### src/rtl/rfp_pkg.sv
// shared types and constants of the response frame parser
`default_nettype none

package rfp_pkg;

   localparam logic [7:0] READY_BYTE  = 8'h01;
   localparam logic [7:0] START_ZERO  = 8'h00;
   localparam logic [7:0] START_FF    = 8'hFF;
   localparam logic [7:0] DIR_TO_HOST = 8'hD5;
   localparam logic [7:0] POSTAMBLE   = 8'h00;

   // csr register indexes
   localparam logic CSR_EXPECTED_COMMAND   = 1'b0;
   localparam logic CSR_MAX_PAYLOAD_LENGTH = 1'b1;

   typedef enum logic [3:0] {
      ST_OK          = 4'd0,
      ST_NOT_READY   = 4'd1,
      ST_BAD_START   = 4'd2,
      ST_LENGTH_CHK  = 4'd3,
      ST_TOO_SHORT   = 4'd4,
      ST_DIRECTION   = 4'd5,
      ST_CODE        = 4'd6,
      ST_TOO_LONG    = 4'd7,
      ST_DATA_CHK    = 4'd8,
      ST_POSTAMBLE   = 4'd9
   } status_type;

   // one finished frame handed from the front to the back
   typedef struct packed {
      status_type status;
      logic [7:0] count;
   } job_type;

   typedef enum logic [1:0] {
      BK_IDLE,
      BK_FETCH,
      BK_SHOW
   } back_state_type;

endpackage

`default_nettype wire

### src/rtl/rfp_if.sv
// request and response channel interfaces
`default_nettype none

interface rfp_req_if;
   logic       valid;
   logic       ready;
   logic [7:0] rx_byte;
   logic       starts_read;

   modport source (output valid, rx_byte, starts_read, input ready);
   modport sink (input valid, rx_byte, starts_read, output ready);
endinterface

interface rfp_rsp_if;
   logic       valid;
   logic       ready;
   logic [7:0] payload_byte;
   logic       has_byte;
   logic [3:0] status;
   logic       last_of_run;

   modport source (output valid, payload_byte, has_byte, status, last_of_run, input ready);
   modport sink (input valid, payload_byte, has_byte, status, last_of_run, output ready);
endinterface

`default_nettype wire

### src/rtl/response_frame_parser_top.sv
// top level of the response frame parser
`default_nettype none

// The parser takes a reader response one request at a time (one byte, with
// starts_read on the first byte of a frame) and checks ready byte, preamble,
// length and its check byte, direction, response code against
// expected_command + 1, payload limit, data checksum and postamble, in that
// order. The first failed check gives one response with its status code and
// last_of_run set; a good frame gives one response per payload byte, the last
// one marked, or a single empty response when the payload is empty. Bytes
// outside an open frame are dropped without a response. The front accepts one
// byte per cycle and writes payload bytes into a store of FRAME_BYTES - 10
// entries; finished frames go through a two-entry job queue to the back,
// which reads the store and drives the response channel. Each payload
// response is a store read followed by its output; an error or empty
// response is shown without a read once the job reaches the back. While a
// good frame's payload is still being sent the front holds off new requests,
// since the store holds only one payload; error frames queue up and hold off
// requests only while both queue entries are taken.
// Configuration writes take effect on the next cycle and must be done while
// the block is idle.

module response_frame_parser_top
   import rfp_pkg::*;
#(
   parameter int FRAME_BYTES = 48
) (
   input  wire logic       clock,
   input  wire logic       reset,
   rfp_req_if.sink         req_ch,
   rfp_rsp_if.source       rsp_ch,
   input  wire logic       csr_write_en,
   input  wire logic       csr_index,
   input  wire logic [7:0] csr_write_data
);

   // store depth, kept at two or more so the address has at least one bit
   localparam int StoreDepth = FRAME_BYTES - 10;
   localparam int RamDepth   = StoreDepth > 2 ? StoreDepth : 2;
   localparam int AW         = $clog2(RamDepth);

   // configuration registers
   logic [7:0] expected_command_ff;
   logic [5:0] max_payload_length_ff;

   // front to queue
   logic    job_push;
   job_type job;

   // queue to back
   job_type head;
   logic    q_empty;
   logic    q_full;
   logic    q_pop;
   logic    payload_done;

   // payload store ports
   logic          st_wr_en;
   logic [AW-1:0] st_wr_addr;
   logic [7:0]    st_wr_data;
   logic          st_rd_en;
   logic [AW-1:0] st_rd_addr;
   logic [7:0]    st_rd_data;

   // csr writes
   always_ff @(posedge clock) begin
      if (reset) begin
         expected_command_ff   <= 8'd0;
         max_payload_length_ff <= 6'd38;
      end else if (csr_write_en) begin
         case (csr_index)
            CSR_EXPECTED_COMMAND: begin
               expected_command_ff <= csr_write_data;
            end
            CSR_MAX_PAYLOAD_LENGTH: begin
               max_payload_length_ff <= csr_write_data[5:0];
            end
            default: begin
               expected_command_ff <= expected_command_ff;
            end
         endcase
      end
   end

   // byte checker and payload writer
   rfp_front #(
      .FRAME_BYTES (FRAME_BYTES),
      .AW          (AW)
   ) u_front (
      .clock              (clock),
      .reset              (reset),
      .in_valid           (req_ch.valid),
      .in_ready           (req_ch.ready),
      .rx_byte            (req_ch.rx_byte),
      .starts_read        (req_ch.starts_read),
      .expected_command   (expected_command_ff),
      .max_payload_length (max_payload_length_ff),
      .q_full             (q_full),
      .payload_done       (payload_done),
      .job_push           (job_push),
      .job                (job),
      .st_wr_en           (st_wr_en),
      .st_wr_addr         (st_wr_addr),
      .st_wr_data         (st_wr_data)
   );

   // finished frames waiting for the back
   rfp_queue u_queue (
      .clock    (clock),
      .reset    (reset),
      .push     (job_push),
      .push_job (job),
      .pop      (q_pop),
      .head     (head),
      .empty    (q_empty),
      .full     (q_full)
   );

   // payload store
   rfp_ram #(
      .WIDTH (8),
      .DEPTH (RamDepth)
   ) u_store (
      .clock      (clock),
      .wr_en      (st_wr_en),
      .wr_addr    (st_wr_addr),
      .wr_data    (st_wr_data),
      .rd_en      (st_rd_en),
      .rd_addr    (st_rd_addr),
      .rd_data_ff (st_rd_data)
   );

   // response generator
   rfp_back #(
      .AW (AW)
   ) u_back (
      .clock        (clock),
      .reset        (reset),
      .head         (head),
      .q_empty      (q_empty),
      .q_pop        (q_pop),
      .payload_done (payload_done),
      .st_rd_en     (st_rd_en),
      .st_rd_addr   (st_rd_addr),
      .st_rd_data   (st_rd_data),
      .out_valid    (rsp_ch.valid),
      .out_ready    (rsp_ch.ready),
      .payload_byte (rsp_ch.payload_byte),
      .has_byte     (rsp_ch.has_byte),
      .status       (rsp_ch.status),
      .last_of_run  (rsp_ch.last_of_run)
   );

endmodule

`default_nettype wire

### src/rtl/rfp_ram.sv
// generic single write port ram with registered read
`default_nettype none

module rfp_ram #(
   parameter int WIDTH = 8,
   parameter int DEPTH = 38
) (
   input  wire logic                     clock,
   input  wire logic                     wr_en,
   input  wire logic [$clog2(DEPTH)-1:0] wr_addr,
   input  wire logic [WIDTH-1:0]         wr_data,
   input  wire logic                     rd_en,
   input  wire logic [$clog2(DEPTH)-1:0] rd_addr,
   output logic      [WIDTH-1:0]         rd_data_ff
);

   logic [WIDTH-1:0] mem_ff [DEPTH];

   always_ff @(posedge clock) begin
      if (wr_en) begin
         mem_ff[wr_addr] <= wr_data;
      end
      if (rd_en) begin
         rd_data_ff <= mem_ff[rd_addr];
      end
   end

endmodule

`default_nettype wire

### src/rtl/rfp_front.sv
// front: checks incoming bytes, stores the payload, posts one job per frame
`default_nettype none

module rfp_front
   import rfp_pkg::*;
#(
   parameter int FRAME_BYTES = 48,
   parameter int AW          = 6
) (
   input  wire logic          clock,
   input  wire logic          reset,
   input  wire logic          in_valid,
   output logic               in_ready,
   input  wire logic [7:0]    rx_byte,
   input  wire logic          starts_read,
   input  wire logic [7:0]    expected_command,
   input  wire logic [5:0]    max_payload_length,
   input  wire logic          q_full,
   input  wire logic          payload_done,
   output logic               job_push,
   output job_type            job,
   output logic               st_wr_en,
   output logic [AW-1:0]      st_wr_addr,
   output logic [7:0]         st_wr_data
);

   localparam int StoreDepth = FRAME_BYTES - 10;
   localparam int PW = $clog2(FRAME_BYTES);
   localparam int CW = (PW > 8 ? PW : 8) + 1;

   logic [PW-1:0] pos_ff, pos_in;
   logic [7:0]    len_ff, len_in;
   logic [7:0]    sum_ff, sum_in;
   logic          finished_ff, finished_in;
   logic          pend_ff, pend_in;

   logic          accept;
   logic          open;
   logic [PW-1:0] pos_cur;
   logic [CW-1:0] pos_x, len_x, limit_x, mpl_x;
   logic [7:0]    len_cur, sum_cur, sum_add;
   logic [7:0]    cmd_next;
   logic [PW-1:0] idx;

   assign in_ready = !q_full && !pend_ff;
   assign accept   = in_valid && in_ready;
   assign open     = starts_read || !finished_ff;
   assign pos_cur  = starts_read ? '0 : pos_ff;
   assign len_cur  = starts_read ? 8'd0 : len_ff;
   assign sum_cur  = starts_read ? 8'd0 : sum_ff;
   assign sum_add  = sum_cur + rx_byte;
   assign cmd_next = expected_command + 8'd1;
   assign pos_x    = CW'(pos_cur);
   assign len_x    = CW'(len_cur);
   assign mpl_x    = CW'(max_payload_length);
   assign limit_x  = (mpl_x > CW'(StoreDepth)) ? CW'(StoreDepth) : mpl_x;
   assign idx      = pos_cur - PW'(8);

   always_comb begin
      pos_in      = pos_ff;
      len_in      = len_ff;
      sum_in      = sum_ff;
      finished_in = finished_ff;
      pend_in     = pend_ff && !payload_done;
      job_push    = 1'b0;
      job.status  = ST_OK;
      job.count   = 8'd0;
      st_wr_en    = 1'b0;
      st_wr_addr  = idx[AW-1:0];
      st_wr_data  = rx_byte;

      if (accept && open) begin
         pos_in      = pos_cur + PW'(1);
         len_in      = len_cur;
         sum_in      = sum_cur;
         finished_in = 1'b0;
         case (pos_cur)
            PW'(0): begin
               if (rx_byte != READY_BYTE) begin
                  job_push = 1'b1;
                  job.status = ST_NOT_READY;
               end
            end
            PW'(1), PW'(2): begin
               if (rx_byte != START_ZERO) begin
                  job_push = 1'b1;
                  job.status = ST_BAD_START;
               end
            end
            PW'(3): begin
               if (rx_byte != START_FF) begin
                  job_push = 1'b1;
                  job.status = ST_BAD_START;
               end
            end
            PW'(4): begin
               len_in = rx_byte;
            end
            PW'(5): begin
               if (8'(len_cur + rx_byte) != 8'd0) begin
                  job_push = 1'b1;
                  job.status = ST_LENGTH_CHK;
               end else if (len_cur < 8'd2) begin
                  job_push = 1'b1;
                  job.status = ST_TOO_SHORT;
               end
            end
            PW'(6): begin
               sum_in = rx_byte;
               if (rx_byte != DIR_TO_HOST) begin
                  job_push = 1'b1;
                  job.status = ST_DIRECTION;
               end
            end
            PW'(7): begin
               sum_in = sum_add;
               if (rx_byte != cmd_next) begin
                  job_push = 1'b1;
                  job.status = ST_CODE;
               end else if (len_x - CW'(2) > limit_x) begin
                  job_push = 1'b1;
                  job.status = ST_TOO_LONG;
               end
            end
            default: begin
               sum_in = sum_add;
               if (pos_x < len_x + CW'(6)) begin
                  st_wr_en = 1'b1;
               end else if (pos_x == len_x + CW'(6)) begin
                  if (sum_add != 8'd0) begin
                     job_push = 1'b1;
                     job.status = ST_DATA_CHK;
                  end
               end else begin
                  job_push = 1'b1;
                  if (rx_byte != POSTAMBLE) begin
                     job.status = ST_POSTAMBLE;
                  end else begin
                     job.count = len_cur - 8'd2;
                     pend_in   = (job.count != 8'd0);
                  end
               end
            end
         endcase
         if (job_push) begin
            finished_in = 1'b1;
         end
      end
   end

   always_ff @(posedge clock) begin
      if (reset) begin
         finished_ff <= 1'b1;
         pend_ff     <= 1'b0;
         pos_ff      <= '0;
         len_ff      <= 8'd0;
         sum_ff      <= 8'd0;
      end else begin
         finished_ff <= finished_in;
         pend_ff     <= pend_in;
         pos_ff      <= pos_in;
         len_ff      <= len_in;
         sum_ff      <= sum_in;
      end
   end

endmodule

`default_nettype wire

### src/rtl/rfp_queue.sv
// two-entry job queue between front and back
`default_nettype none

module rfp_queue
   import rfp_pkg::*;
(
   input  wire logic    clock,
   input  wire logic    reset,
   input  wire logic    push,
   input  wire job_type push_job,
   input  wire logic    pop,
   output job_type      head,
   output logic         empty,
   output logic         full
);

   job_type    slot_ff [2];
   logic       wr_ptr_ff, wr_ptr_in;
   logic       rd_ptr_ff, rd_ptr_in;
   logic [1:0] count_ff, count_in;

   assign head  = slot_ff[rd_ptr_ff];
   assign empty = (count_ff == 2'd0);
   assign full  = (count_ff == 2'd2);

   always_comb begin
      wr_ptr_in = push ? !wr_ptr_ff : wr_ptr_ff;
      rd_ptr_in = pop ? !rd_ptr_ff : rd_ptr_ff;
      count_in  = count_ff + 2'(push) - 2'(pop);
   end

   always_ff @(posedge clock) begin
      if (push) begin
         slot_ff[wr_ptr_ff] <= push_job;
      end
   end

   always_ff @(posedge clock) begin
      if (reset) begin
         wr_ptr_ff <= 1'b0;
         rd_ptr_ff <= 1'b0;
         count_ff  <= 2'd0;
      end else begin
         wr_ptr_ff <= wr_ptr_in;
         rd_ptr_ff <= rd_ptr_in;
         count_ff  <= count_in;
      end
   end

endmodule

`default_nettype wire

### src/rtl/rfp_back.sv
// back: turns queued jobs into responses, reading the payload from the store
`default_nettype none

module rfp_back
   import rfp_pkg::*;
#(
   parameter int AW = 6
) (
   input  wire logic          clock,
   input  wire logic          reset,
   input  wire job_type       head,
   input  wire logic          q_empty,
   output logic               q_pop,
   output logic               payload_done,
   output logic               st_rd_en,
   output logic [AW-1:0]      st_rd_addr,
   input  wire logic [7:0]    st_rd_data,
   output logic               out_valid,
   input  wire logic          out_ready,
   output logic [7:0]         payload_byte,
   output logic               has_byte,
   output logic [3:0]         status,
   output logic               last_of_run
);

   back_state_type state_ff, state_in;
   logic [7:0]     k_ff, k_in;
   logic           data_ff, data_in;
   logic           last;

   assign last         = !data_ff || (k_ff + 8'd1 == head.count);
   assign out_valid    = (state_ff == BK_SHOW);
   assign payload_byte = data_ff ? st_rd_data : 8'd0;
   assign has_byte     = data_ff;
   assign status       = head.status;
   assign last_of_run  = last;
   assign st_rd_addr   = k_in[AW-1:0];

   always_comb begin
      state_in     = state_ff;
      k_in         = k_ff;
      data_in      = data_ff;
      q_pop        = 1'b0;
      payload_done = 1'b0;
      st_rd_en     = 1'b0;
      case (state_ff)
         BK_IDLE: begin
            k_in = 8'd0;
            if (!q_empty) begin
               if (head.status != ST_OK || head.count == 8'd0) begin
                  data_in  = 1'b0;
                  state_in = BK_SHOW;
               end else begin
                  data_in  = 1'b1;
                  st_rd_en = 1'b1;
                  state_in = BK_FETCH;
               end
            end
         end
         BK_FETCH: begin
            state_in = BK_SHOW;
         end
         BK_SHOW: begin
            if (out_ready) begin
               if (last) begin
                  q_pop        = 1'b1;
                  payload_done = data_ff;
                  state_in     = BK_IDLE;
               end else begin
                  k_in     = k_ff + 8'd1;
                  st_rd_en = 1'b1;
                  state_in = BK_FETCH;
               end
            end
         end
         default: begin
            state_in = BK_IDLE;
         end
      endcase
   end

   always_ff @(posedge clock) begin
      if (reset) begin
         state_ff <= BK_IDLE;
         k_ff     <= 8'd0;
         data_ff  <= 1'b0;
      end else begin
         state_ff <= state_in;
         k_ff     <= k_in;
         data_ff  <= data_in;
      end
   end

endmodule

`default_nettype wire
### src/flat_wrapper.sv
// flat-port wrapper written by rule: the top's interface ports become plain ports
module response_frame_parser_top_flat import rfp_pkg::*;
#(
   parameter int FRAME_BYTES = 48
)
  (clock, reset, csr_write_en, csr_index, csr_write_data, req_ch_valid, req_ch_rx_byte, req_ch_starts_read, req_ch_ready, rsp_ch_valid, rsp_ch_payload_byte, rsp_ch_has_byte, rsp_ch_status, rsp_ch_last_of_run, rsp_ch_ready);
  rfp_req_if req_ch_i ();
  rfp_rsp_if rsp_ch_i ();
  input  wire logic clock;
  input  wire logic reset;
  input  wire logic csr_write_en;
  input  wire logic csr_index;
  input  wire logic [7:0] csr_write_data;
  input wire logic [$bits(req_ch_i.valid)-1:0] req_ch_valid;
  input wire logic [$bits(req_ch_i.rx_byte)-1:0] req_ch_rx_byte;
  input wire logic [$bits(req_ch_i.starts_read)-1:0] req_ch_starts_read;
  output wire logic [$bits(req_ch_i.ready)-1:0] req_ch_ready;
  output wire logic [$bits(rsp_ch_i.valid)-1:0] rsp_ch_valid;
  output wire logic [$bits(rsp_ch_i.payload_byte)-1:0] rsp_ch_payload_byte;
  output wire logic [$bits(rsp_ch_i.has_byte)-1:0] rsp_ch_has_byte;
  output wire logic [$bits(rsp_ch_i.status)-1:0] rsp_ch_status;
  output wire logic [$bits(rsp_ch_i.last_of_run)-1:0] rsp_ch_last_of_run;
  input wire logic [$bits(rsp_ch_i.ready)-1:0] rsp_ch_ready;
  assign req_ch_i.valid = req_ch_valid;
  assign req_ch_i.rx_byte = req_ch_rx_byte;
  assign req_ch_i.starts_read = req_ch_starts_read;
  assign req_ch_ready = req_ch_i.ready;
  assign rsp_ch_valid = rsp_ch_i.valid;
  assign rsp_ch_payload_byte = rsp_ch_i.payload_byte;
  assign rsp_ch_has_byte = rsp_ch_i.has_byte;
  assign rsp_ch_status = rsp_ch_i.status;
  assign rsp_ch_last_of_run = rsp_ch_i.last_of_run;
  assign rsp_ch_i.ready = rsp_ch_ready;
  response_frame_parser_top #(.FRAME_BYTES(FRAME_BYTES)) u_core (.clock(clock), .reset(reset), .req_ch(req_ch_i), .rsp_ch(rsp_ch_i), .csr_write_en(csr_write_en), .csr_index(csr_index), .csr_write_data(csr_write_data));
endmodule
### config.mk
export PLATFORM = sky130hd
export DESIGN_NAME = response_frame_parser_top_flat
export DESIGN_NICKNAME = d
export VERILOG_FILES = /design/src/rtl/rfp_pkg.sv /design/src/rtl/rfp_if.sv /design/src/rtl/response_frame_parser_top.sv /design/src/rtl/rfp_ram.sv /design/src/rtl/rfp_front.sv /design/src/rtl/rfp_queue.sv /design/src/rtl/rfp_back.sv /design/src/flat_wrapper.sv
export SDC_FILE = /design/constraint.sdc
export NUM_CORES = 1
export LEC_CHECK = 0
export BUFFER_PORTS_ARGS = -buffer_cell sky130_fd_sc_hd__buf_4
export CORE_ASPECT_RATIO = 1.2
export CORE_MARGIN = 10
export CORE_UTILIZATION = 55
export CTS_BUF_LIST = sky130_fd_sc_hd__clkbuf_8
export DETAILED_ROUTE_END_ITERATION = 16
export PLACE_DENSITY = 0.75
export SYNTH_ARGS = -nofsm -noshare
export SYNTH_HDL_FRONTEND = slang
export SYNTH_SLANG_ARGS = --single-unit
### constraint.sdc
create_clock -name clock -period 4.4 [get_ports clock]
set_input_delay 0.22 -clock clock [delete_from_list [all_inputs] [get_ports clock]]
set_output_delay 0.22 -clock clock [all_outputs]
set_load 0.05 [all_outputs]
==> impl_metrics.tcl, run 1 <==
set metrics [dict create \
    status "completed" \
    maxCapViolCount 0 \
    gp_congestion 0.954 \
    final_util_pct 62.9 \
    die_area_um2 40300 \
    final_cell_count_no_fill 2089 \
    area_delta_synth_final_pct 13.1 \
    period_share_pct 94.0 \
    worst_r2r_path_depth 18 \
    layout_common_cells "336 x edfxtp_1, 243 x nor2_1, 128 x nand2_1, 109 x buf_4, 73 x a21oi_1" \
    dp_cells 1966 \
    die_h_um 218 \
    cts_setup_buffers 0 \
    design.portCount 39 \
    drt_pre_antenna_iters 5 \
    worst-setup-path-type "register to register" \
    yosys_warnings 0 \
    power.share.switching_pct 25.3 \
    drive_gt1_share_pct 12.8 \
    hpwlAfterDp_um 30400 \
    vias 12809 \
    startpoint_type "register" \
    cts.clk_slew.worst_paths_ns 0.06 \
    total_power_mw 7.74 \
    crit_path_top_delay_cell "or4_1" \
    grt_pass1_wl_um 70700 \
    drv_slew 0 \
    cts_sinks 390 \
    cp-startpoint "u_core.u_front.len_ff[1]$_SDFFE_PP0P_" \
    nets 1696 \
    fin_area_um2 20300 \
    drtIter0Drc 1359 \
    final_antenna_net_count 0 \
    drt-total-wl_um 46000 \
    worstPathCellList "nor2b_1, inv_1, ha_1, buf_4, xnor2_1, ha_1, nand4_1, or3_4, or4_1, o211ai_1, o21a_1, and2_1, ha_1, inv_1, ha_1, xor2_1, xnor2_1, nor2_1" \
    synth_area_per_cell_um2 11.8 \
    finalClockSkew_ns 0.0278 \
    irDropWorstVdd_v 0.000304 \
    syn_nets 1585 \
    switching_power_mw 1.96 \
    combPwrFrac_pct 9.5 \
    avgViaCountPerCell 6.13 \
    synthCells 1523 \
    wl_per_cell_um 22.0 \
    pwr-share-clk_pct 36.8 \
    finalHoldViolCount 0 \
    pwr_density_cell_nw_per_um2 381 \
    clockBufferDepth 3 \
    end_kind "register" \
    ys_seq_area_share_pct 62.3 \
    synthArstFlopShare_pct 0 \
    r2r_end "u_core.u_queue.count_ff[1]$_SDFF_PP0_" \
    tns_ns 0 \
    hold_ws_ns 0.0952 \
    remaining_drc_errors 0 \
    syn_area_um2 17900 \
    synth.distinct_cells 79 \
    post-place-ws_ns 0.293 \
    grt_max_degree 81 \
    finalWorstSetupSlack_ns 0.264 \
    initial_core_util_pct 55.6 \
    rows 72 \
    internal-power_mw 5.78 \
    synth_edf_count 336 \
    die_x_um 185 \
    timing.rr.start "u_core.u_front.len_ff[1]$_SDFFE_PP0P_" \
    seqPwrFrac_pct 53.7 \
    crit_path_end "u_core.u_queue.count_ff[1]$_SDFF_PP0_" \
    synth-seq-cells 390 \
    detailed_place.area_um2 19000 \
    cp_max_fo 9 \
    rsz0062_at_grt "false" \
    max_slew_margin_pct 47.0 \
    core_um2 32300 \
    crit_top_cell "ha_1" \
    synth_flop_cell "edfxtp_1" \
    finalSetupViolations 0 \
    cts_root_buf "clkbuf_8" \
    reg2reg_slack_ns 0.26 \
    hold_path_class "input pin to register" \
    antenna_found_initial 0 \
    grt_pass1_vias 12420 \
    crit_arrival_ns 4.63 \
    crit_required_ns 4.90 \
    io_buffers 38 \
    cts_made_buffers 58 \
    cts_tree "built" \
    antennaDiodeCount 0 \
    layout_commonest_cell "edfxtp_1" \
    max_stage_delay_ns 0.54 \
    track_usage_pct 22.6 \
    cellLeakagePower_nw 7.23 \
    clk_latency_ns 0.64 \
    htree_levels 2 \
    min_period_ns 4.14 \
    max_freq_ghz 0.242 \
    grt-ovfl-total 0 \
    tightest_slew_ns 0.792 \
]
-- what timing repair did --
action                                  in CTS  in global routing
hold endpoints to repair                    41                  0
endpoints found under the setup margin       0                  2
hold buffers                                15                  0
gates resized for setup                      0                  4
-- layer usage --
layer / up-vias / part of all wire, % / global-route usage (%)
met5: - / 0 / 0
met4: 0 / 3.8 / 10.3
met3: 102 / 8.0 / 3.85
met2: 597 / 50 / 37.7
met1: 6206 / 38 / 28.3
li1: 5904 / - / -
-- critical path: cells and delay by family, from the launching register on --
| family | cells | cell delay [ns] |
|---|---|---|
| AOI/OAI and AO/OA | 2 | 0.45 |
| and+or+nand+nor | 6 | 1.48 |
| DFF | 1 | 0.37 |
| buffers and inverters | 3 | 0.37 |
| adders and majority gates | 4 | 0.91 |
| xor gates and xnor gates | 3 | 0.45 |
-- power by group through the flow --
stage	logic, mW	clock network [mW]	registers, mW
2_1_floorplan	0.503	0	4.20
3_3_place_gp	0.708	0	4.23
3_5_place_dp	0.719	0	4.23
4_1_cts	0.733	2.88	4.15
5_1_grt	0.795	3.06	4.16
6_report	0.736	2.85	4.16
-- flip-flops by register name, indices dropped and copies added (netlist names), named ones only --
register and count:
u_core.u_store.mem_ff 304, u_core.u_queue.slot_ff 24, u_core.expected_command_ff 8, u_core.u_back.k_ff 8, u_core.u_front.len_ff 8, u_core.u_front.sum_ff 8
u_core.u_store.rd_data_ff 8, u_core.max_payload_length_ff 6, u_core.u_front.pos_ff 6, u_core.u_back.state_ff 2, u_core.u_queue.count_ff 2, u_core.u_back.has_byte 1
u_core.u_front.finished_ff 1, u_core.u_front.pend_ff 1, u_core.u_queue.rd_ptr_ff 1, u_core.u_queue.wr_ptr_ff 1
-- area by class of cell --
class,instances,area [um2]
Fill cell,2514,12000
Sequential cell,390,11200
Multi-Input combinational cell,1015,6260
Timing Repair Buffer,130,1090
Clock buffer,58,798
Tap cell,407,509
Clock inverter,50,320
Inverter,39,146
-- worst min path at each step --
stage,end,startpoint,cells past startpoint,slack (ns)
global placement,u_core.max_payload_length_ff[0]$_SDFFE_PP0P_,u_core.max_payload_length_ff[0]$_SDFFE_PP0P_,2,0.45
finish,u_core.u_front.len_ff[5]$_SDFFE_PP0P_,reset,2,0.1
CTS,u_core.u_front.finished_ff$_SDFFE_PP1P_,req_ch_valid,4,0.05
global route,u_core.u_front.finished_ff$_SDFFE_PP1P_,req_ch_valid,4,0.08
detailed placement,u_core.max_payload_length_ff[0]$_SDFFE_PP0P_,u_core.max_payload_length_ff[0]$_SDFFE_PP0P_,2,0.45
floorplan,u_core.u_store.mem_ff[0][0]$_DFFE_PP_,req_ch_rx_byte[0],0,0.32
-- synth_stat cells, types with 20 or more instances --
cell | count | area (um2)
a21oi_1 | 73 | 365
buf_2 | 26 | 130
clkbuf_1 | 38 | 143
dfxtp_1 | 54 | 1080
edfxtp_1 | 336 | 10100
ha_1 | 37 | 463
inv_1 | 38 | 143
mux2i_1 | 56 | 561
nand2_1 | 128 | 480
nand3_1 | 38 | 190
nor2_1 | 243 | 912
nor2b_1 | 20 | 125
nor3_1 | 26 | 130
o21ai_0 | 52 | 260
o21ai_1 | 22 | 110
o221ai_1 | 21 | 184
xnor2_1 | 33 | 289
-- logic make-up (layout without fill, tap and decap cells) --
group,Yosys count,count (layout),synth area share (%)
buf+inv,118,277,2.97
flops,390,390,62.3
compound gates,332,332,12.7
fa+ha+maj,39,39,2.80
simple gates,533,533,13.2
mux,66,66,3.91
xor+xnor,45,45,2.20
No activity file was read; power rests on OpenSTA's default activity.
==> run 2, diff against run 1 <==
MAX_ROUTING_LAYER = met4   (was unset)
==> run 2 against run 1 <==
  * Highest routed layer unchanged
  * Worst setup slack gained 0.016 ns
  * Clock-buffer cell count rose by 8
  * Design area grew 0.12%
  * Critical path depth shrank 4
  * Non-clock buffer count decreased by 1
  * Sequential power barely moved
==> impl_metrics.tcl, run 2 (synthesis gave the netlist of run 1 again) <==
set metrics [dict create \
    layout_commonest_cell "edfxtp_1" \
    drive_gt1_share_pct 12.9 \
    reg_top3 "u_core.u_store.mem_ff x304, u_core.u_queue.slot_ff x24" \
    reg2reg_slack_ns 0.28 \
    period_share_pct 93.6 \
    largest_reg_flops 304 \
    grt_util_met3_pct 3.45 \
    crit_arrival_ns 4.60 \
    rsz0062_at_grt "false" \
    area_delta_synth_final_pct 13.3 \
    cts_setup_buffers 0 \
    die_x_um 185 \
    gp_congestion 0.922 \
    irDropWorstVdd_v 0.000268 \
    max_freq_ghz 0.243 \
    tns_ns 0 \
    cellLeakagePower_nw 7.26 \
    hold_ws_ns 0.0383 \
    die_h_um 218 \
    remaining_drc_errors 0 \
    worst-setup-path-type "register to register" \
    grt_busiest_layer "met2" \
    status "completed" \
    maxCapViolCount 0 \
    design.portCount 39 \
    largest-register "u_core.u_store.mem_ff" \
    grtUsageMet1_pct 28.6 \
    core_um2 32300 \
    tightest_slew_ns 0.808 \
    drtIter0Drc 1318 \
    clk_latency_ns 0.65 \
    post-place-ws_ns 0.210 \
    total_power_mw 7.81 \
    clockBufferDepth 3 \
    path_buf_inv 3 \
    crit_required_ns 4.88 \
    cts_made_buffers 58 \
    worst_r2r_path_depth 14 \
    finalClockSkew_ns 0.0456 \
    crit_path_top_delay_cell "dfxtp_1" \
    end_kind "register" \
    grt-ovfl-total 0 \
    drt-total-wl_um 47000 \
    whs_path_depth 1 \
    worstPathCellList "buf_4, mux2i_1, xnor2_1, xnor2_1, nor4_2, buf_4, a21boi_2, mux2_4, buf_12, nor2_1, o32ai_1, o22ai_1, o41ai_1, a31o_1" \
    max_slew_margin_pct 46.0 \
    cp_max_fo 81 \
    grt_pass1_vias 12818 \
    hold_start "req_ch_rx_byte[3]" \
    fillers 2534 \
    hold_path_class "input pin to register" \
    layout_common_cells "336 x edfxtp_1, 243 x nor2_1, 128 x nand2_1, 110 x buf_4, 73 x a21oi_1" \
    r2r_end "u_core.u_store.rd_data_ff[2]$_DFFE_PP_" \
    vias 12923 \
    startpoint_type "register" \
    initial_core_util_pct 55.6 \
    cts_sinks 390 \
    avgViaCountPerCell 6.19 \
    io_buffers 38 \
    antennaDiodeCount 0 \
    hpwlAfterDp_um 30900 \
    cts_tree "built" \
    rows 72 \
    finalHoldViolCount 0 \
    antenna_found_initial 0 \
    die_area_um2 40300 \
    hold_path_end "u_core.u_store.mem_ff[13][3]$_DFFE_PP_" \
    pwr_density_cell_nw_per_um2 384 \
    cts_root_buf "clkbuf_8" \
    min_period_ns 4.12 \
    grt_max_degree 82 \
    finalSetupViolations 0 \
    drv_slew 0 \
    wl_per_cell_um 22.5 \
    max_stage_delay_ns 0.53 \
    grt_pass1_wl_um 72300 \
    nets 1695 \
    finalWorstSetupSlack_ns 0.281 \
    track_usage_pct 23.7 \
    final_antenna_net_count 0 \
    drt_pre_antenna_iters 6 \
    htree_levels 2 \
    use_met2_pct 39.1 \
    final_util_pct 63.0 \
    critPathTopFamily "compound AO/OA/AOI/OAI gates" \
    cts.clk_slew.worst_paths_ns 0.07 \
]
==> run 2: changes by cell type in the layout (fill, tap and decap cells not counted), sizes merged <==
cell and delta:
bufinv -1, clkbuf +8, clkinv -5, clkinvlp -2, dlygate4sd3 -1, inv +1
==> run 2: layer usage <==
metal  wire length (um)  part of all wire [%]
met2              23600                    50
met1              18400                    39
met5                  0                     0
met4               1750                   3.7
met3               3160                   6.7
==> run 2: worst max-delay path by stage <==
stage | cells after the start | end | start
finish | 14 | u_core.u_store.rd_data_ff[2]$_DFFE_PP_ | register
global placement | 20 | u_core.u_queue.count_ff[1]$_SDFF_PP0_ | u_core.u_front.len_ff[1]$_SDFFE_PP0P_
detailed placement | 20 | u_core.u_queue.count_ff[1]$_SDFF_PP0_ | u_core.u_front.len_ff[1]$_SDFFE_PP0P_
CTS | 20 | u_core.u_queue.count_ff[1]$_SDFF_PP0_ | u_core.u_front.len_ff[1]$_SDFFE_PP0P_
global route | 18 | u_core.u_queue.count_ff[1]$_SDFF_PP0_ | u_core.u_front.len_ff[1]$_SDFFE_PP0P_
floorplan | 21 | u_core.u_queue.count_ff[1]$_SDFF_PP0_ | req_ch_starts_read
==> run 2: through the flow <==
stage                     cell area [um2]  cells
after global placement              19000   1966
after floorplan                     17900   1523
after detailed placement            19000   1966
after CTS                           20300   2089
after global routing                20300   2089
final                               20300   2089
==> run 2: layout make-up <==
cell class	instances	area [um2]	area share, %
Sequential cell	390	11200	55.0
Inverter	39	146	0.721
Clock buffer	66	908	4.47
Clock inverter	43	255	1.26
Multi-Input combinational cell	1015	6260	30.8
Tap cell	407	509	2.51
Timing Repair Buffer	129	1070	5.25
==> run 2: report_power, final <==
part           internal, mW  switching (mW)
logic                 0.260           0.479
registers              4.09          0.0709
clock network          1.50            1.41
==> run 2: timing repair <==
item | in CTS | in global routing
hold endpoints to repair | 29 | 0
gates resized for setup | 0 | 4
hold buffers | 14 | 0
setup endpoints to repair | 0 | 3
==> run 3, diff against run 2 <==
==> constraint.sdc (replaced) <==
create_clock -name clock -period 4.4 [get_ports clock]
set_input_delay 0.44 -clock clock [delete_from_list [all_inputs] [get_ports clock]]
set_output_delay 0.44 -clock clock [all_outputs]
set_load 0.05 [all_outputs]
==> run 3 against run 2 <==
  * Register-to-register slack gained 0.05 ns
  * Critical path depth is the same
  * Clock power is essentially flat
  * Core utilization is essentially flat
  * Clock-buffer cell count shrank 2
  * Non-clock buffer count grew 5
  * Flip-flop and latch count is the same
  * Sequential share of layout area is essentially flat
  * Die area is the same
  * Global-route usage shrank 0.85 points
  * Clock skew shrank 0.0084 ns
  * Critical path type unchanged
  * Largest power group unchanged
==> impl_metrics.tcl, run 3 (synthesis gave the netlist of run 1 again) <==
set metrics [dict create \
    status "completed" \
    worst-setup-path-type "register to register" \
    design.portCount 39 \
    io_buffers 38 \
    max_stage_delay_ns 0.39 \
    avgViaCountPerCell 6.08 \
    crit_top_cell "buf_12" \
    cts_root_buf "clkbuf_8" \
    post-place-ws_ns 0.0899 \
    initial_core_util_pct 55.6 \
    nets 1699 \
    grt_max_degree 61 \
    drt_pre_antenna_iters 7 \
    maxCapViolCount 0 \
    die_x_um 185 \
    drive_gt1_share_pct 14.0 \
    grt_pass1_vias 12551 \
    detailed_place.area_um2 19100 \
    finalWorstSetupSlack_ns 0.328 \
    end_kind "register" \
    drt-total-wl_um 44800 \
    power.share.switching_pct 24.7 \
    min_period_ns 4.07 \
    core_um2 32300 \
    startpoint_type "register" \
    rows 72 \
    crit_required_ns 4.80 \
    largest-register "u_core.u_store.mem_ff" \
    cts_made_buffers 57 \
    critPathTopFamily "compound AO/OA/AOI/OAI gates" \
    htree_levels 2 \
    vias 12726 \
    cp_max_fo 53 \
    irDropWorstVdd_v 0.000275 \
    layout_commonest_cell "edfxtp_1" \
    seqPwrFrac_pct 53.3 \
    hold_path_class "input pin to register" \
    finalHoldViolCount 0 \
    antennaDiodeCount 0 \
    layout_common_cells "336 x edfxtp_1, 243 x nor2_1, 128 x nand2_1, 128 x buf_4, 73 x a21oi_1" \
    cellLeakagePower_nw 7.28 \
    antenna_found_initial 0 \
    switching_power_mw 1.92 \
    clk_latency_ns 0.64 \
    cts_sinks 390 \
    total_power_mw 7.79 \
    hold_buffers 0 \
    hpwlAfterDp_um 30500 \
    tightest_slew_ns 1.28 \
    cts_tree "built" \
    tns_ns 0 \
    worstPathCellList "buf_4, mux2i_2, xnor2_1, a221o_1, a22oi_4, a21boi_2, mux2_4, buf_12, buf_12, o21ai_1, o22a_1, o2bb2a_1, a21oi_1, o32ai_1" \
    die_area_um2 40300 \
    pwr_density_cell_nw_per_um2 383 \
    max_freq_ghz 0.246 \
    wl_per_cell_um 21.4 \
    crit_path_top_delay_cell "a21boi_2" \
    area_delta_synth_final_pct 13.3 \
    reg_top3 "u_core.u_store.mem_ff x304, u_core.u_queue.slot_ff x24" \
    rsz0062_at_grt "false" \
    fin_area_um2 20300 \
    max_slew_margin_pct 14.9 \
    path_buf_inv 3 \
    grt-ovfl-total 0 \
    combPwrFrac_pct 9.4 \
    finalClockSkew_ns 0.0373 \
    cts.clk_slew.worst_paths_ns 0.07 \
    largest_reg_flops 304 \
    final_antenna_net_count 0 \
    remaining_drc_errors 0 \
    clockBufferDepth 3 \
    fillers 2492 \
    period_share_pct 92.6 \
    track_usage_pct 22.9 \
    drv_slew 0 \
    finalSetupViolations 0 \
    die_h_um 218 \
    drtIter0Drc 1284 \
    grt_pass1_wl_um 69800 \
    gp_congestion 0.936 \
    pwr-share-clk_pct 37.3 \
    internal-power_mw 5.86 \
    crit_arrival_ns 4.47 \
]
[run 3: worst register-to-register path, delay by kind of cell, from the launching register on]
kind	cells	cell delay [ns]
AOI/OAI and AO/OA	8	1.89
xor gates and xnor gates	1	0.16
muxes	2	0.71
buffers and inverters	3	0.79
DFF	1	0.31
[run 3: through the flow]
stage / utilization, % / cells / hold slack (ns)
after detailed placement: 59.4 / 1985 / 0.453
after global placement: 59.4 / 1985 / 0.448
after global routing: 63.0 / 2092 / 0.0830
after CTS: 63.0 / 2092 / 0.0452
after floorplan: - / 1523 / 0.435
final: 63.0 / 2092 / 0.0652
[run 3: power groups by stage]
stage	logic [mW]	registers, mW	clock network [mW]
after floorplan	0.504	4.20	0
after global placement	0.717	4.22	0
after detailed placement	0.729	4.23	0
after CTS	0.731	4.15	2.95
after global routing	0.795	4.16	3.11
final	0.732	4.15	2.90
[run 3: cell type report]
| cell class | count | area [um2] | share of cell area, % |
|---|---|---|---|
| Multi-Input combinational cell | 1015 | 6250 | 30.8 |
| Clock buffer | 64 | 881 | 4.33 |
| Inverter | 39 | 146 | 0.720 |
| Tap cell | 407 | 509 | 2.51 |
| Clock inverter | 43 | 283 | 1.39 |
| Timing Repair Buffer | 134 | 1080 | 5.32 |
| Sequential cell | 390 | 11200 | 55.0 |
[run 3: worst paths after layout]
path,start,endpoint,slack [ns],cells past startpoint
max reg2reg,register,u_core.u_store.rd_data_ff[6]$_DFFE_PP_,0.33,14
min,csr_write_data[7],u_core.expected_command_ff[7]$_SDFFE_PP0P_,0.07,3
max,register,u_core.u_store.rd_data_ff[6]$_DFFE_PP_,0.33,14
min reg2reg,u_core.max_payload_length_ff[0]$_SDFFE_PP0P_,u_core.max_payload_length_ff[0]$_SDFFE_PP0P_,0.46,2
[run 3: layer usage]
metal | up-vias | share of wire (%) | track usage (%)
met5 | - | 0 | -
met4 | 0 | 3.7 | 9.82
met3 | 100 | 6.1 | 3.32
met2 | 500 | 51 | 37.9
met1 | 6221 | 40 | 27.4
li1 | 5905 | - | -
[run 3: timing repair]
item / CTS / global route
endpoints found under the hold margin: 0 / 0
endpoints found under the setup margin: 0 / 1
resized for setup: 0 / 2
setup buffers: 0 / 0
